### src/lbvf_ram.sv
// Generic single-clock RAM with one write port and one registered read port.
// Depends on nothing.
`default_nettype none
module lbvf_ram #(
    parameter int WIDTH = 8,
    parameter int DEPTH = 16
) (
    input  wire logic                                  aclk,
    input  wire logic                                  we,
    input  wire logic [(DEPTH > 1 ? $clog2(DEPTH) : 1)-1:0] waddr,
    input  wire logic [WIDTH-1:0]                      wdata,
    input  wire logic                                  re,
    input  wire logic [(DEPTH > 1 ? $clog2(DEPTH) : 1)-1:0] raddr,
    output logic      [WIDTH-1:0]                      rdata
);
    logic [WIDTH-1:0] mem [DEPTH];

    always_ff @(posedge aclk) begin
        if (we) begin
            mem[waddr] <= wdata;
        end
        if (re) begin
            rdata <= mem[raddr];
        end
    end
endmodule
`default_nettype wire

### config.mk
export PLATFORM = sky130hd
export DESIGN_NAME = lbvf_ram
export DESIGN_NICKNAME = d
export VERILOG_FILES = /design/src/lbvf_ram.sv
export SDC_FILE = /design/constraint.sdc
export NUM_CORES = 1
export LEC_CHECK = 0
export BUFFER_PORTS_ARGS = -buffer_cell sky130_fd_sc_hd__buf_2
export CAP_MARGIN = 5
export CORE_MARGIN = 5
export CORE_UTILIZATION = 54
export CTS_CLUSTER_DIAMETER = 150
export CTS_CLUSTER_SIZE = 10
export DETAILED_ROUTE_END_ITERATION = 16
export GPL_ROUTABILITY_DRIVEN = 0
export PLACE_DENSITY = 0.74
export RECOVER_POWER = 50
export SETUP_SLACK_MARGIN = 0.4
export SYNTH_ARGS = -nofsm -noshare
export SYNTH_HDL_FRONTEND = slang
export SYNTH_SLANG_ARGS = --single-unit
### constraint.sdc
create_clock -name aclk -period 1.75 [get_ports aclk]
set_input_delay 0.2625 -clock aclk [delete_from_list [all_inputs] [get_ports aclk]]
set_output_delay 0.2625 -clock aclk [all_outputs]
set_load 0.1 [all_outputs]
==> results_dict.tcl, run 1 <==
set metrics [dict create \
    grt_pass1_wl_mm 16.1 \
    syn_area_per_cell_um2 22.8 \
    final_common_cell "edfxtp_1" \
    crit_chain "mux4_2, a22oi_2, buf_4, nand2_1" \
    dieHeight_um 108 \
    initialDrtViolationCount 269 \
    drc 0 \
    critPathArrivalTime_ps 1770 \
    synthCells 229 \
    hold_ws_ps 244 \
    cts-buffers-inserted 17 \
    p_seq_frac 0.515 \
    fmax_mhz 662 \
    synth_top_area_frac 0.781 \
    hold_viol 0 \
    port_buffers 26 \
    dieWidth_um 108 \
    sw_frac_of_total 0.209 \
    min_delay_path_depth 1 \
    die-area_um2 11700 \
    fin_crit_sh 0.863 \
    cts.clk_slew.worst_paths_ps 60 \
    start_kind "flop" \
    clkPwrFrac 0.416 \
    rsz0062_at_grt "yes" \
    worstPathMaxFanout 1 \
    power_density_nw_per_um2 1160 \
    n_antenna_cell 0 \
    grt_pass1_vias 2683 \
    holdBufCountCts 0 \
    hp-class "input port to flop" \
    seq_area_frac_synth 0.781 \
    dr_total_vias 2499 \
    routedWlPerCell_um 23.6 \
    combPwrFrac 0.068 \
    slew_viol_final 0 \
    syn-cell-area_um2 5230 \
    wl_met3_um 797 \
    maxCapViolCount 0 \
    syn2layout_area_growth_pct 18.3 \
    postCtsSetupBuffers 0 \
    synthTopCellsByArea "edfxtp_1 78%, mux4_2 7.8%, mux4_1 7.0%" \
    ir_drop_v 0.000588 \
    period_needed_ps 1510 \
    grtUsageTotal 0.198 \
    met1Wirelength_mm 3.96 \
    wirelength_mm 10.2 \
    cts_tree "done" \
    maxSlewHeadroom 0.490 \
    crit_path_max_incr_delay_ps 510 \
    hpwl_mm 6.40 \
    dr.pass1.iters 5 \
    avgViaCountPerCell 5.80 \
    netSwitchingPower_mw 1.50 \
    worst_slew_pin_slew_ps 764 \
    outcome "complete, no violations" \
    fin_util 0.644 \
    routed-wl-met2_mm 5.21 \
    internal_power_mw 5.68 \
    endpoint_kind "flop" \
    cts_sinks 136 \
    final_cell_mix "136 x edfxtp_1, 32 x mux4_2, 19 x buf_4" \
    rr_worst_depth 4 \
    initial_core_util 0.545 \
    syn-num-nets 248 \
    clock_path_buffers 2 \
    synth_warnings 0 \
    setup_viol 0 \
    clk_latency_ps 510 \
    finClkSkew_ps 6.48 \
    worst-endpoint-required_ps 2010 \
    drive_gt1_frac 0.336 \
    gr-total-overflow 0 \
    worstSetupPathType "flop to flop" \
    leakagePower_nw 2.03 \
    grt_antenna_before_repair 0 \
    ys_ff_latch 136 \
    yosysTopAreaCell "edfxtp_1" \
    placeableCoreArea_um2 9590 \
    yosysUniqueCellTypes 18 \
    htreeDepth 4 \
    final_net_count 307 \
    grt_start_max_net_pins 26 \
    rows 36 \
    num_io_pins 27 \
    cts_root_buffer "clkbuf_8" \
    top_layer_used "met4" \
    antenna_left 0 \
    cpMaxStageDelayCell "mux4_2" \
]
## cell usage after synthesis
master and number:
nor2_1 13, nand3_1 1, or3b_2 1, nor3_1 4
and2_1 1, nor2b_1 1, buf_2 3, a22oi_1 16
edfxtp_1 136, buf_4 1, mux4_2 18, clkdlybuf4s25_2 3
mux4_1 14, buf_6 3, nand2_1 9, nand2b_1 2
nand3b_1 2, and2b_1 1
## final cells by class
cell class,instances,area (um2)
Fill cell,630,3410
Clock buffer,21,429
Sequential cell,136,4080
Multi-Input combinational cell,83,1050
Timing Repair Buffer,50,398
Clock inverter,8,58.8
Tap cell,133,166
## worst paths after layout
kind,start,endpoint,slack (ps)
setup / recovery,mem[3][5],rdata[5],240
hold / removal,re,rdata[5],240
setup reg to reg,mem[3][5],rdata[5],240
hold reg to reg,mem[14][2],rdata[2],750
## flip-flops by register name, indices dropped and copies added (netlist names)
name	count
mem	128
rdata	8
## repair_timing
item,CTS,global route
gates resized for setup,18,2
endpoints found under the setup margin,16,16
gates cloned,0,0
endpoints found under the hold margin,0,0
## power groups by stage
stage,clock (mW),sequential [mW],combinational (mW)
2_1_floorplan,0,3.87,0.205
3_3_place_gp,0,3.75,0.465
3_5_place_dp,0,3.76,0.474
4_1_cts,3.03,3.70,0.500
5_1_grt,3.19,3.70,0.526
6_report,2.99,3.70,0.491
## metrics by stage
| step | setup TNS (ps) | setup slack [ps] | std cells | area [um2] | power (mW) |
|---|---|---|---|---|---|
| floorplan | 0 | 287 | 229 | 5250 | 4.07 |
| global placement | -3.03 | -1.55 | 402 | 5660 | 4.22 |
| detailed placement | -42.0 | -25.5 | 402 | 5660 | 4.23 |
| CTS | 0 | 213 | 431 | 6200 | 7.23 |
| finish | 0 | 240 | 431 | 6180 | 7.18 |
| global route | 0 | 188 | 431 | 6180 | 7.42 |
## worst max-delay path, delay by kind of cell, from the launching register on
kind / cells / cell delay (ps)
buffers and inverters: 1 / 150
muxes: 1 / 510
and+or+nand+nor: 1 / 40
AOI/OAI and AO/OA: 1 / 180
DFF: 1 / 380
## per-layer routing
layer | track usage | vias to the layer above
li1 | - | 1078
met1 | 0.259 | 1291
met2 | 0.318 | 111
met3 | 0.0585 | 19
met4 | 0.0766 | 0
met5 | 0 | -
## logic make-up after synthesis
family                 count (synthesis)  synth area share
multiplexers                          32             0.148
AND/OR/NAND/NOR                       35            0.0314
buffers and inverters                 10            0.0165
flip-flops                           136             0.781
AO/OA/AOI/OAI                         16            0.0230
No activity file was read; power rests on OpenSTA's default activity.
==> inputs of run 2 (changes only) <==
- RECOVER_POWER: 50 -> 100
==> run 2 against run 1 <==
Fmax down 3.9%. Clock power about the same. Critical path depth down 3. Combinational power down 6.9%. Routed wire length up 0.89%. Global-route usage unchanged. Total power down 0.54%. Final area down 2.5%. Die area unchanged. Sequential power about the same. Critical endpoint is now rdata[3]. Largest power group unchanged.
==> results_dict.tcl, run 2 (synthesis results as in run 1) <==
set metrics [dict create \
    dp_cells 402 \
    initial_core_util 0.545 \
    syn2layout_area_growth_pct 15.3 \
    ir_drop_v 0.000584 \
    fin_util 0.628 \
    maxSlewHeadroom 0.504 \
    drc 0 \
    largest_registers "mem: 128 flops, rdata: 8 flops" \
    endpoint_kind "primary output" \
    clkPwrFrac 0.418 \
    largest_reg_flops 128 \
    final_area_um2 6030 \
    combPwrFrac 0.064 \
    outcome "complete, no violations" \
    fmax_mhz 636 \
    postCtsSetupBuffers 0 \
    internal_power_mw 5.65 \
    dr.pass1.iters 5 \
    crit_chain "buf_2" \
    nFillCells 670 \
    cts_root_buffer "clkbuf_8" \
    worstSetupPathType "flop to primary output" \
    hold_viol 0 \
    antenna_left 0 \
    maxCapViolCount 0 \
    dieWidth_um 108 \
    period_needed_ps 1570 \
    num_io_pins 27 \
    worst_slew_pin_slew_ps 745 \
    power_density_nw_per_um2 1180 \
    placeableCoreArea_um2 9590 \
    grt_antenna_before_repair 0 \
    cts-buffers-inserted 17 \
    dieHeight_um 108 \
    wirelength_mm 10.3 \
    avgViaCountPerCell 5.84 \
    crit_start "rdata[3]" \
    cpMaxStageDelayCell "buf_2" \
    slew_viol_final 0 \
    leakagePower_nw 1.93 \
    rsz0062_at_grt "yes" \
    fin_crit_sh 0.898 \
    netSwitchingPower_mw 1.49 \
    worst-endpoint-required_ps 1490 \
    top_register "mem" \
    fin_total_pwr_mw 7.14 \
    grt_pass1_vias 2683 \
    start_kind "flop" \
    holdCritStartpoint "re" \
    final_cell_mix "136 x edfxtp_1, 32 x mux4_2, 32 x clkbuf_1" \
    cts_tree "done" \
    grtUsageTotal 0.198 \
    die-area_um2 11700 \
    final_net_count 307 \
    n_antenna_cell 0 \
    grt_start_max_net_pins 26 \
    final_common_cell "edfxtp_1" \
    initialDrtViolationCount 253 \
    grt_pass1_wl_mm 16.1 \
    setup_viol 0 \
    path_buf_inv 1 \
    gr-total-overflow 0 \
    routedWlPerCell_um 23.8 \
    cts.clk_slew.worst_paths_ps 60 \
    sw_frac_of_total 0.209 \
    hpwl_mm 6.40 \
    finClkSkew_ps 7.47 \
    critPathArrivalTime_ps 1310 \
    drive_gt1_frac 0.262 \
    rr_startpoint "mem[2][6]" \
    crit_path_max_incr_delay_ps 440 \
    dr_total_vias 2518 \
    p_seq_frac 0.518 \
    clk_latency_ps 510 \
    rows 36 \
    port_buffers 26 \
    worstPathMaxFanout 1 \
    hp-class "input port to flop" \
    htreeDepth 4 \
    hold_ws_ps 245 \
    final_cells 431 \
    clock_path_buffers 2 \
    placed_cell_area_um2 5660 \
    path_delay_family "buffers and inverters" \
    cts_sinks 136 \
]
-- run 2: changes by cell type in the layout (fill, tap and decap cells not counted), moves of 2 or more --
| cell | previous run | this run |
|---|---|---|
| a22oi_2 | 2 | 0 |
| nor3_1 | 1 | 3 |
| clkbuf_1 | 15 | 32 |
| buf_6 | 7 | 0 |
| a22oi_1 | 14 | 16 |
| clkbuf_2 | 0 | 6 |
| buf_4 | 19 | 5 |
-- run 2: layout make-up --
| type | count | area, um2 | share of cell area |
|---|---|---|---|
| clock buffers | 21 | 429 | 0.0712 |
| multi-input cells | 83 | 1020 | 0.169 |
| repair buffers | 50 | 273 | 0.0452 |
| well taps | 133 | 166 | 0.0276 |
| flip-flops and latches | 136 | 4080 | 0.677 |
| clock inverters | 8 | 58.8 | 0.00976 |
-- run 2: power by group through the flow --
stage               Combinational [mW]  Sequential [mW]  Clock (mW)
finish                           0.457             3.70        2.99
global placement                 0.465             3.75           0
global route                     0.492             3.70        3.19
floorplan                        0.205             3.87           0
detailed placement               0.474             3.76           0
CTS                              0.500             3.70        3.03
-- run 2: routing by layer --
metal / global-route usage / wire length [um] / vias to the layer above
met4: 0.0766 / 193 / 0
li1: - / - / 1078
met1: 0.259 / 4080 / 1304
met2: 0.318 / 5130 / 119
met5: 0 / 0 / -
met3: 0.0585 / 859 / 17
-- run 2: what timing repair did --
item,in CTS,in global routing
gates resized for setup,18,2
setup endpoints to repair,16,16
hold buffers,0,0
-- run 2: worst paths after layout --
check	endpoint	slack, ps	cells after the start
setup / recovery	rdata[3]	180	1
hold / removal	rdata[5]	250	1
setup reg to reg	rdata[6]	200	4
hold reg to reg	rdata[2]	740	3
-- run 2: per-stage QoR --
stage,setup WS [ps],setup TNS (ps)
2_1_floorplan,287,0
3_3_place_gp,-1.55,-3.03
3_5_place_dp,-25.5,-42.0
4_1_cts,213,0
5_1_grt,135,0
6_report,179,0
==> inputs of run 3 (changes only) <==
- CELL_PAD_IN_SITES_DETAIL_PLACEMENT: unset -> 1
- CELL_PAD_IN_SITES_GLOBAL_PLACEMENT: unset -> 1
- CORE_UTILIZATION: 54 -> 48
==> run 3 against run 2 <==
Clock skew up 2.3 ps. Utilization down 5.4 points. Total power up 4.4%. Combinational power up 5.3%. First-iteration DRC count down 25%. Non-clock buffer count up 3. Die area up 11%. Via count about the same. Sequential power about the same. Critical endpoint is now rdata[4].
==> results_dict.tcl, run 3 (synthesis results as in run 1) <==
set metrics [dict create \
    gr-total-overflow 0 \
    grt_antenna_before_repair 0 \
    cts_sinks 136 \
    placeableCoreArea_um2 10700 \
    critPathArrivalTime_ps 1300 \
    r2r_slack_ps 250 \
    holdBufCountCts 0 \
    grtUsageTotal 0.184 \
    nFillCells 974 \
    antenna_left 0 \
    die-area_um2 13100 \
    clk_latency_ps 520 \
    start_kind "flop" \
    largest_reg_flops 128 \
    ir_drop_v 0.000662 \
    dr.pass1.iters 4 \
    crit_chain "buf_2" \
    multi_input_area_um2 1040 \
    period_needed_ps 1560 \
    final_common_cell "edfxtp_1" \
    path_buf_inv 1 \
    initial_core_util 0.486 \
    seq_area_um2 4080 \
    cts_root_buffer "clkbuf_8" \
    tns_ps 0 \
    num_io_pins 27 \
    worst_slew_pin_slew_ps 756 \
    cts_tree "done" \
    dieHeight_um 114 \
    cts.clk_slew.worst_paths_ps 60 \
    leakagePower_nw 1.98 \
    dr_total_vias 2519 \
    slew_viol_final 0 \
    power_density_nw_per_um2 1210 \
    drive_gt1_frac 0.303 \
    hp-class "input port to flop" \
    outcome "complete, no violations" \
    setup_viol 0 \
    routedWlPerCell_um 24.6 \
    hold_viol 0 \
    fin_total_pwr_mw 7.45 \
    clock_path_buffers 2 \
    postCtsSetupBuffers 0 \
    top_register "mem" \
    dieWidth_um 114 \
    rsz0062_at_grt "yes" \
    n_antenna_cell 0 \
    crit_path_max_incr_delay_ps 430 \
    maxSlewHeadroom 0.495 \
    htreeDepth 4 \
    cpMaxStageDelayCell "buf_2" \
    place_ws_ps -71.5 \
    port_buffers 26 \
    rows 38 \
    initialDrtViolationCount 190 \
    wirelength_mm 10.9 \
    worstSetupPathType "flop to primary output" \
    worst-endpoint-required_ps 1490 \
    grt_start_max_net_pins 22 \
    final_cell_mix "136 x edfxtp_1, 31 x mux4_2, 28 x clkbuf_1" \
    drc 0 \
    endpoint_kind "primary output" \
    avgViaCountPerCell 5.67 \
    hold_ws_ps 240 \
    grt_pass1_wl_mm 16.8 \
    largest_registers "mem: 128 flops, rdata: 8 flops" \
    grt_pass1_vias 2716 \
    fmax_mhz 641 \
    final_net_count 310 \
    worstPathMaxFanout 1 \
    cts-buffers-inserted 17 \
    fin_crit_sh 0.891 \
    finClkSkew_ps 9.80 \
    fin_ws_ps 190 \
    maxCapViolCount 0 \
    syn2layout_area_growth_pct 18.1 \
    hpwl_mm 7.03 \
    path_delay_family "buffers and inverters" \
]
## run 3: cell count changes in the layout (fill, tap and decap cells not counted), sizes merged
cell	change
clkbuf	-7
buf	+6
bufinv	+1
clkinvlp	+6
## run 3: power by group
group	switching (mW)	internal, mW	leakage, nW	total (mW)
combinational	0.317	0.164	0.488	0.481
sequential	0.0240	3.67	1.24	3.70
clock	1.28	1.99	0.254	3.27
total	1.62	5.83	1.98	7.45
## run 3: worst paths after layout
check	from	to	cells past startpoint
setup reg to reg	mem[9][7]	rdata[7]	3
hold / removal	re	rdata[1]	1
hold reg to reg	mem[11][1]	rdata[1]	3
setup / recovery	rdata[4]	rdata[4]	1
## run 3: per-stage QoR
| step | std cells | instance area (um2) | utilization |
|---|---|---|---|
| 2_1_floorplan | 229 | 5250 | - |
| 3_3_place_gp | 412 | 5690 | 0.529 |
| 3_5_place_dp | 412 | 5690 | 0.529 |
| 4_1_cts | 444 | 6310 | 0.588 |
| 5_1_grt | 444 | 6180 | 0.575 |
| 6_report | 444 | 6180 | 0.575 |
## run 3: cell type report
cell class              count  area share
clock buffers              17      0.0671
clock inverters            15      0.0221
multi-input cells          83       0.168
flip-flops and latches    136       0.661
well taps                 140      0.0284
repair buffers             53      0.0529
## run 3: worst register-to-register path: stages, from the launching register on
cell and delay (ps):
edfxtp_1 400, mux4_2 470, a22oi_1 260, nand2_2 110
## run 3: repair_timing
| item | in CTS | in global routing |
|---|---|---|
| hold endpoints to repair | 0 | 0 |
| setup endpoints to repair | 16 | 16 |
| resized for setup | 22 | 0 |
| pin swaps | 2 | 2 |
## run 3: metal layers
layer	up-vias	routed length, um	global-route usage
met5	-	0	0
met4	0	151	0.0800
met3	13	606	0.0481
met2	76	5740	0.294
met1	1340	4430	0.241
li1	1090	-	-
