===== config.mk =====
export PLATFORM = sky130hd
export DESIGN_NAME = lbvf_set_mod
export DESIGN_NICKNAME = d
export VERILOG_FILES = /design/src/lbvf_pkg.sv /design/src/lbvf_set_mod.sv
export SDC_FILE = /design/constraint.sdc
export NUM_CORES = 1
export LEC_CHECK = 0
export BUFFER_PORTS_ARGS = -buffer_cell sky130_fd_sc_hd__buf_2
export CAP_MARGIN = 20
export CORE_AREA = 2 2 39 41
export DETAILED_ROUTE_END_ITERATION = 10
export DIE_AREA = 0 0 41 43
export HOLD_SLACK_MARGIN = 0.03
export SLEW_MARGIN = 20
export SYNTH_ARGS = -nofsm -noshare
export SYNTH_HDL_FRONTEND = slang
export SYNTH_SLANG_ARGS = --single-unit

===== constraint.sdc =====
create_clock -name aclk -period 0.8 [get_ports aclk]
set_input_delay 0.16 -clock aclk [delete_from_list [all_inputs] [get_ports aclk]]
set_output_delay 0.16 -clock aclk [all_outputs]
set_load 0.02 [all_outputs]

===== src/lbvf_pkg.sv =====
// Shared types and constants of the learning bridge forwarding engine.
// Depends on nothing; every other file but lbvf_ram uses it by scoped names.
`default_nettype none
package lbvf_pkg;

    localparam int KEY_W  = 60;
    localparam int HASH_W = 20;

    typedef struct packed {
        logic        cmd;
        logic [13:0] frame_length;
        logic [15:0] outer_type;
        logic [15:0] tag_control;
        logic [47:0] dest_mac;
        logic [47:0] source_mac;
        logic [63:0] now_ns;
        logic [5:0]  member_word_index;
        logic [63:0] member_word_bits;
    } in_t;

    typedef struct packed {
        logic [2:0]  action;
        logic [7:0]  out_port;
        logic [1:0]  tag_edit;
        logic [11:0] frame_vlan;
        logic [2:0]  drop_reason;
    } out_t;

    localparam logic CMD_MEMBER = 1'b1;

    localparam logic [2:0] ACT_DROP     = 3'd0;
    localparam logic [2:0] ACT_PASS     = 3'd1;
    localparam logic [2:0] ACT_REDIRECT = 3'd2;
    localparam logic [2:0] ACT_HOOK     = 3'd3;
    localparam logic [2:0] ACT_CFG_DONE = 3'd4;

    localparam logic [1:0] EDIT_NONE = 2'd0;
    localparam logic [1:0] EDIT_PUSH = 2'd1;
    localparam logic [1:0] EDIT_POP  = 2'd2;

    localparam logic [2:0] DROP_NONE     = 3'd0;
    localparam logic [2:0] DROP_SHORT    = 3'd1;
    localparam logic [2:0] DROP_BAD_VLAN = 3'd2;
    localparam logic [2:0] DROP_NOT_MEM  = 3'd3;
    localparam logic [2:0] DROP_QINQ     = 3'd4;
    localparam logic [2:0] DROP_NO_IPV4  = 3'd5;

    localparam logic [2:0] CFG_OWN_PORT  = 3'd0;
    localparam logic [2:0] CFG_PORT_VLAN = 3'd1;
    localparam logic [2:0] CFG_FILTER    = 3'd2;
    localparam logic [2:0] CFG_HOOK      = 3'd3;
    localparam logic [2:0] CFG_MAX_AGE   = 3'd4;

    localparam logic [15:0] TPID_Q       = 16'h8100;
    localparam logic [15:0] TPID_AD      = 16'h88a8;
    localparam logic [11:0] VID_MAX      = 12'd4094;
    localparam logic [7:0]  BCAST_OCTET  = 8'hff;
    localparam logic [39:0] MAX_AGE_INIT = 40'd300000000000;
    localparam logic [11:0] PVID_INIT    = 12'd1;

    localparam logic [13:0] LEN_UNTAGGED = 14'd14;
    localparam logic [13:0] LEN_TAGGED   = 14'd18;
    localparam logic [13:0] LEN_IP_UNTAG = 14'd34;
    localparam logic [13:0] LEN_IP_TAG   = 14'd38;

    // Fold a 60-bit key into 20 bits by xor of its three slices.
    function automatic logic [HASH_W-1:0] fold_key(input logic [KEY_W-1:0] key);
        return key[19:0] ^ key[39:20] ^ key[59:40];
    endfunction

endpackage
`default_nettype wire


===== src/lbvf_set_mod.sv =====
// Reduces a 20-bit hash modulo the set count: a mask for a power of two,
// otherwise a registered reciprocal multiplication and back-multiply.
// Depends on lbvf_pkg.
`default_nettype none
module lbvf_set_mod #(
    parameter int DIVISOR = 256,
    parameter int OUT_W   = 8
) (
    input  wire logic                        aclk,
    input  wire logic                        aresetn,
    input  wire logic                        start,
    input  wire logic [lbvf_pkg::HASH_W-1:0] value,
    output logic                             done,
    output logic      [OUT_W-1:0]            rem
);
    localparam bit IS_POW2 = (DIVISOR & (DIVISOR - 1)) == 0;

    generate
        if (IS_POW2) begin : g_mask
            logic             done_reg;
            logic [OUT_W-1:0] rem_reg;
            always_ff @(posedge aclk) begin
                if (!aresetn) begin
                    done_reg <= 1'b0;
                end else begin
                    done_reg <= start;
                end
                if (start) begin
                    rem_reg <= OUT_W'(value & lbvf_pkg::HASH_W'(DIVISOR - 1));
                end
            end
            assign done = done_reg;
            assign rem  = rem_reg;
        end else begin : g_recip
            // The quotient is floor(value * M / 2^S) with M rounded up; with
            // S = 20 + ceil(log2(DIVISOR)) it is exact for every 20-bit value.
            localparam int HW = lbvf_pkg::HASH_W;
            localparam int L  = $clog2(DIVISOR);
            localparam int S  = HW + L;
            localparam int MW = HW + 1;
            localparam int PW = HW + MW;
            localparam logic [63:0] RECIP =
                ((64'd1 << S) + 64'(DIVISOR) - 64'd1) / 64'(DIVISOR);
            localparam logic [MW-1:0] RECIP_M = RECIP[MW-1:0];
            localparam logic [HW-1:0] DIV_C   = HW'(DIVISOR);

            logic             stage_reg;
            logic             done_reg;
            logic [HW-1:0]    val_reg;
            logic [HW-1:0]    quo_reg;
            logic [OUT_W-1:0] rem_reg;
            logic [PW-1:0]    prod;
            logic [HW-1:0]    quo_next;
            logic [HW-1:0]    back;

            always_comb begin
                prod     = PW'(value) * PW'(RECIP_M);
                quo_next = HW'(prod >> S);
                back     = quo_reg * DIV_C;
            end

            always_ff @(posedge aclk) begin
                if (!aresetn) begin
                    stage_reg <= 1'b0;
                    done_reg  <= 1'b0;
                end else begin
                    stage_reg <= start;
                    done_reg  <= stage_reg;
                end
                if (start) begin
                    val_reg <= value;
                    quo_reg <= quo_next;
                end
                if (stage_reg) begin
                    rem_reg <= OUT_W'(val_reg - back);
                end
            end
            assign done = done_reg;
            assign rem  = rem_reg;
        end
    endgenerate
endmodule
`default_nettype wire


==> results of run 1 <==
## Yosys cell counts
library cell  count  share of area [%]
and2_1            1                2.3
dfxtp_1           1                7.5
edfxtp_1          8                 90
## layout make-up
| type | instances | area, sq um |
|---|---|---|
| Clock buffer | 4 | 26.3 |
| Tap cell | 16 | 20.0 |
| Sequential cell | 9 | 262 |
| Fill cell | 143 | 931 |
| Multi-Input combinational cell | 1 | 6.26 |
| Timing Repair Buffer | 19 | 139 |
## cell usage in the layout, fill, tap and decap left out
| cell | netlist | final |
|---|---|---|
| buf_6 | 0 | 7 |
| buf_2 | 0 | 12 |
| clkbuf_1 | 0 | 1 |
| and2_1 | 1 | 1 |
| clkbuf_4 | 0 | 3 |
| dfxtp_2 | 0 | 1 |
| edfxtp_1 | 8 | 8 |
## cell families (layout without fill, tap and decap cells)
group                  Yosys count  after routing  synth area share, %
flip-flops                       9              9                 97.7
AND/OR/NAND/NOR                  1              1                 2.35
buffers and inverters            0             23                    0
## power groups by stage
stage / logic, mW / clock network, mW / registers (mW)
floorplan: 0.00160 / 0 / 0.617
global placement: 0.112 / 0 / 0.566
detailed placement: 0.111 / 0 / 0.568
CTS: 0.114 / 0.361 / 0.560
global route: 0.151 / 0.390 / 0.569
finish: 0.140 / 0.346 / 0.565
## metal layers
| metal | part of all wire [%] | global-route usage [%] |
|---|---|---|
| met1 | 43 | 8.05 |
| met2 | 36 | 6.88 |
| met3 | 20 | 5.24 |
| met4 | 0 | 6.00 |
| met5 | 0 | 0 |
## worst max-delay path by stage
stage | slack [ps] | endpoint | startpoint
2_1_floorplan | 190 | rem[0] | rem[0]
3_3_place_gp | 130 | rem[0] | start
3_5_place_dp | 120 | rem[0] | start
4_1_cts | -160 | rem[2] | rem[2]
5_1_grt | -190 | rem[0] | rem[0]
6_report | -150 | rem[2] | rem[2]
## per-stage QoR
stage               hold WS [ps]  setup TNS [ps]  util [%]  instances
floorplan                    259               0         -         10
global placement             340               0      27.6         45
detailed placement           338               0      27.6         45
CTS                         66.0           -1250      30.0         49
global route                56.5           -1490      32.7         49
finish                      75.0           -1150      32.7         49
==> impl_results.rst, run 1 <==
.. list-table::
   :header-rows: 1

   * - Metric
     - Value
   * - Pre-Repair DR Iteration Count
     - 3
   * - Die H
     - between 40 and 50 microns
   * - # port buffers
     - 19
   * - Sequential fraction of design power
     - 53.8%
   * - Longest individual stage delay on the worst path
     - roughly 370 ps
   * - Clock buffer depth
     - 2
   * - Initial core utilization
     - around a fifth
   * - CP max stage cell
     - edfxtp_1
   * - Post-synthesis to final-layout area growth
     - 70.0%
   * - Violated checks
     - setup timing
   * - Reported leakage power
     - roughly 0.19 nW
   * - Overall power after layout
     - about 1.1 mW
   * - Number of flip-flops in the largest register
     - 8
   * - Category of the most critical setup path
     - reg -> out
   * - Remaining routing DRC violations
     - 0
   * - Max Clock Freq
     - 1.05 GHz
   * - CTS Root Cell
     - clkbuf_4
   * - Kind of capture point of the worst setup path
     - primary output
   * - Post-synth design cell area
     - 267 sq um
   * - Worst-case vdd ir drop
     - 661 uV
   * - Clock-pin slew of the registers on the worst-case setup and hold paths
     - 60 ps
   * - # setup viols final
     - 9
   * - Number of global-route vias before repair
     - 165
   * - Count of yosys warnings during synthesis
     - 0
   * - Die width
     - 41 microns
   * - Number of flip-flops and latches in the synthesized netlist
     - 9
   * - Pin count of the biggest net entering global routing
     - 10
   * - Max-slew headroom
     - 87.0%
   * - Count of cells resized by post-cts repair
     - 3
   * - Unique cell type count in the Yosys netlist
     - 3
   * - Hold-fix buffers, CTS
     - 0
   * - Final GP Congestion
     - 0.525
   * - Power density relative to cell area
     - roughly 2300 nW/um^2
   * - Design internal power
     - 815 uW
   * - Final critical-path setup slack
     - -153 ps
   * - Post-layout instance area
     - 453 sq um
   * - Placed inst area
     - 382 sq um
   * - Origin of the worst min-delay path
     - value[2]
   * - Cell count after synthesis
     - 10
   * - Proportion of layout cells with a drive suffix above 1
     - between 60% and 70%
   * - Post-detailed-route count of antenna-violating nets
     - 0
   * - Share of the cycle needed by the critical path after routing
     - 119%
   * - Cell-by-cell listing of the critical path
     - buf_2
   * - Net switching share of the total power
     - between 20% and 30%
   * - Clock tree from TritonCTS
     - done
   * - Number of cell rows
     - 14
   * - Number of max-capacitance violations reported
     - 0
   * - Global-route wire length before repair
     - 696 microns
   * - Top Ports
     - 32
   * - Sequential share of the synthesized area
     - 97.7%
   * - Buffer and inverter count on the worst path
     - 1
   * - Total net switching power
     - 237 uW
   * - Initial DRC count
     - 2
   * - WP data arrival
     - around 800 ps
   * - Min-Delay Path Class
     - in -> reg
   * - Time the final worst path needs with I/O delays and setup
     - 953 ps
   * - Number of cells on the worst hold path
     - 1
   * - Highest net fanout along the worst path
     - 1
   * - Grt ovf
     - 0
   * - Critical path required time
     - 640 ps
   * - H-tree level count
     - 1
   * - Endpoint, Worst Hold
     - rem[2]
   * - Synthesized area divided by synthesized cell count
     - about 27 sq um
   * - Post-CTS setup buffers
     - 0
   * - Unrepaired setup endpoints after global routing
     - true
   * - Core Region
     - 1380 sq um
   * - Clock sink count
     - 9
   * - Gate family responsible for the most delay along the worst path
     - flip-flops
   * - Gr usage total
     - around 6.6%
   * - Relative contribution of the clock network to total power
     - 32.9%
   * - Antenna Cells
     - 0
   * - Total number of vias
     - 180
   * - Final nets
     - 57
   * - DRT Wirelength
     - 498 microns
   * - Via-per-instance ratio
     - 3.67
   * - Final count of pins violating max slew
     - 0
   * - Slew at the pin with the worst max-slew slack
     - around 200 ps
   * - Post-detailed-route wirelength per cell
     - 10.2 microns
   * - Number of clock buffers inserted by TritonCTS
     - 3
   * - Depth of the critical timing path with buffers and inverters included
     - 1
   * - Setup Slack @ Placement
     - 121 ps
   * - Result of the run
     - finished with violations
   * - Die footprint
     - 1760 sq um
   * - Critical Path Source Type
     - register
   * - Share of power burned in combinational logic
     - 13.3%
   * - Number of antenna violations at the first check in global routing
     - 0
   * - Synthesized netlist net count
     - 33
   * - Hold violation total from the final report
     - 0
Note: power is estimated with default switching activity, not from simulation.
==> inputs of run 2 (changes only) <==
--- a/config.mk
+++ b/config.mk
@@ -11,6 +11,7 @@
 export DETAILED_ROUTE_END_ITERATION = 10
 export DIE_AREA = 0 0 41 43
 export HOLD_SLACK_MARGIN = 0.03
+export PLACE_DENSITY_LB_ADDON = 0.12
 export SLEW_MARGIN = 20
 export SYNTH_ARGS = -nofsm -noshare
 export SYNTH_HDL_FRONTEND = slang
==> impl_results.rst, run 2 (synthesis gave the netlist of run 1 again) <==
.. list-table::
   :header-rows: 1

   * - Metric
     - Value
   * - Result of the run
     - finished with violations
   * - Violated checks
     - setup timing
   * - Global route hottest layer
     - met2
   * - Antenna Cells
     - 0
   * - Category of the most critical setup path
     - reg -> out
   * - Kind of capture point of the worst setup path
     - primary output
   * - Most frequent cells in the layout
     - buf_2, edfxtp_1, buf_6
   * - Initial DRC count
     - 2
   * - Post-detailed-route count of antenna-violating nets
     - 0
   * - Grt ovf
     - 0
   * - Cell-by-cell listing of the critical path
     - buf_6
   * - Power density relative to cell area
     - 2320 nW/um^2
   * - Routing usage on met2
     - under 10%
   * - H-tree level count
     - 1
   * - Final critical-path setup slack
     - -139 ps
   * - Number of cell rows
     - 14
   * - Min-Delay Path Class
     - in -> reg
   * - Core Util, Final
     - between 30% and 40%
   * - Number of global-route vias before repair
     - 187
   * - Share of the cycle needed by the critical path after routing
     - 117%
   * - Pin count of the biggest net entering global routing
     - 10
   * - CTS Root Cell
     - clkbuf_4
   * - Area taken by multi-input logic gates
     - between 6 and 7 sq um
   * - Time the final worst path needs with I/O delays and setup
     - roughly 940 ps
   * - Gate family responsible for the most delay along the worst path
     - flip-flops
   * - Gr usage total
     - 6.61%
   * - Worst-case vdd ir drop
     - 1070 uV
   * - WP data arrival
     - 780 ps
   * - Number of filler cells placed in the layout
     - about 150
   * - Core Region
     - 1380 sq um
   * - Number of max-capacitance violations reported
     - 0
   * - Critical path required time
     - between 600 and 700 ps
   * - Setup Slack @ Placement
     - 111 ps
   * - # port buffers
     - 19
   * - Critical Path Source Type
     - register
   * - Most common cell after layout, fill and taps aside
     - buf_2
   * - Die H
     - between 40 and 50 microns
   * - Clock buffer depth
     - 2
   * - Max Clock Freq
     - approximately 1.1 GHz
   * - Post-detailed-route wirelength per cell
     - about 9.4 microns
   * - Pre-Repair DR Iteration Count
     - 3
   * - Number of flip-flops in the largest register
     - 8
   * - Max-slew headroom
     - 87.1%
   * - Remaining routing DRC violations
     - 0
   * - Buffer and inverter count on the worst path
     - 1
   * - Hold violation total from the final report
     - 0
   * - Die footprint
     - 1760 sq um
   * - Reg area
     - 262 sq um
   * - Clock tree from TritonCTS
     - done
   * - Post-route setup TNS
     - -1080 ps
   * - Proportion of layout cells with a drive suffix above 1
     - approximately 70%
   * - Total number of vias
     - ~170
   * - DRT Wirelength
     - around 460 microns
   * - Unrepaired setup endpoints after global routing
     - true
   * - CP max stage cell
     - edfxtp_1
   * - Reported leakage power
     - approximately 0.19 nW
   * - Number of antenna violations at the first check in global routing
     - 0
   * - Longest individual stage delay on the worst path
     - 380 ps
   * - Global-route wire length before repair
     - slightly below 700 microns
   * - Clock-pin slew of the registers on the worst-case setup and hold paths
     - 60 ps
   * - Via-per-instance ratio
     - around 3.5
   * - Met1 track demand over resource in global routing
     - 6.04%
   * - Highest net fanout along the worst path
     - 1
   * - Top Ports
     - 32
   * - Die width
     - just over 40 microns
   * - Met3 routing resource usage after global routing
     - approximately 4.2%
   * - Slew at the pin with the worst max-slew slack
     - 194 ps
   * - Final nets
     - 57
   * - Clock sink count
     - 9
   * - Final count of pins violating max slew
     - 0
   * - Post-synthesis to final-layout area growth
     - 67.6%
   * - Final GP Congestion
     - 0.517
   * - Post-CTS setup buffers
     - 0
   * - Number of clock buffers inserted by TritonCTS
     - 3
   * - Initial core utilization
     - 19.3%
   * - # setup viols final
     - 9
run 2: changes by cell type in the layout (fill, tap and decap cells not counted):
cell	previous run	this run
buf_2	12	13
buf_6	7	6
run 2: power breakdown:
| part | leakage [nW] | total, mW | switching (mW) | internal (mW) |
|---|---|---|---|---|
| Sequential | 0.0869 | 0.564 | 0.0122 | 0.552 |
| Combinational | 0.0902 | 0.135 | 0.0685 | 0.0664 |
| Clock | 0.0150 | 0.338 | 0.146 | 0.191 |
| Total | 0.192 | 1.04 | 0.227 | 0.809 |
run 2: final timing paths:
path | from | endpoint | slack [ps] | depth (start not counted)
max | rem[0] | rem[0] | -140 | 1
min | value[0] | rem[0] | 80 | 1
run 2: area by class of cell:
cell class                 instances  area share [%]
tap                               16            4.48
clock buffer                       4            5.88
sequential                         9            58.5
timing repair buffer              19            29.7
multi-input combinational          1            1.40
run 2: per-stage QoR:
step | hold WS, ps | instance area, sq um | std cells | power, mW
5_1_grt | 68.3 | 447 | 49 | 1.09
3_5_place_dp | 338 | 382 | 45 | 0.680
2_1_floorplan | 259 | 267 | 10 | 0.619
6_report | 77.8 | 447 | 49 | 1.04
4_1_cts | 66.6 | 415 | 49 | 1.03
3_3_place_gp | 337 | 382 | 45 | 0.677
run 2: timing repair:
item,CTS,global route
hold buffers,0,0
gates resized for setup,3,10
endpoints found under the setup margin,9,9
run 2: metal layers:
layer / up-vias / wire, microns
met1: 76 / 145
met2: 12 / 252
met4: 0 / 0
met3: 0 / 61
met5: - / 0
li1: 83 / -
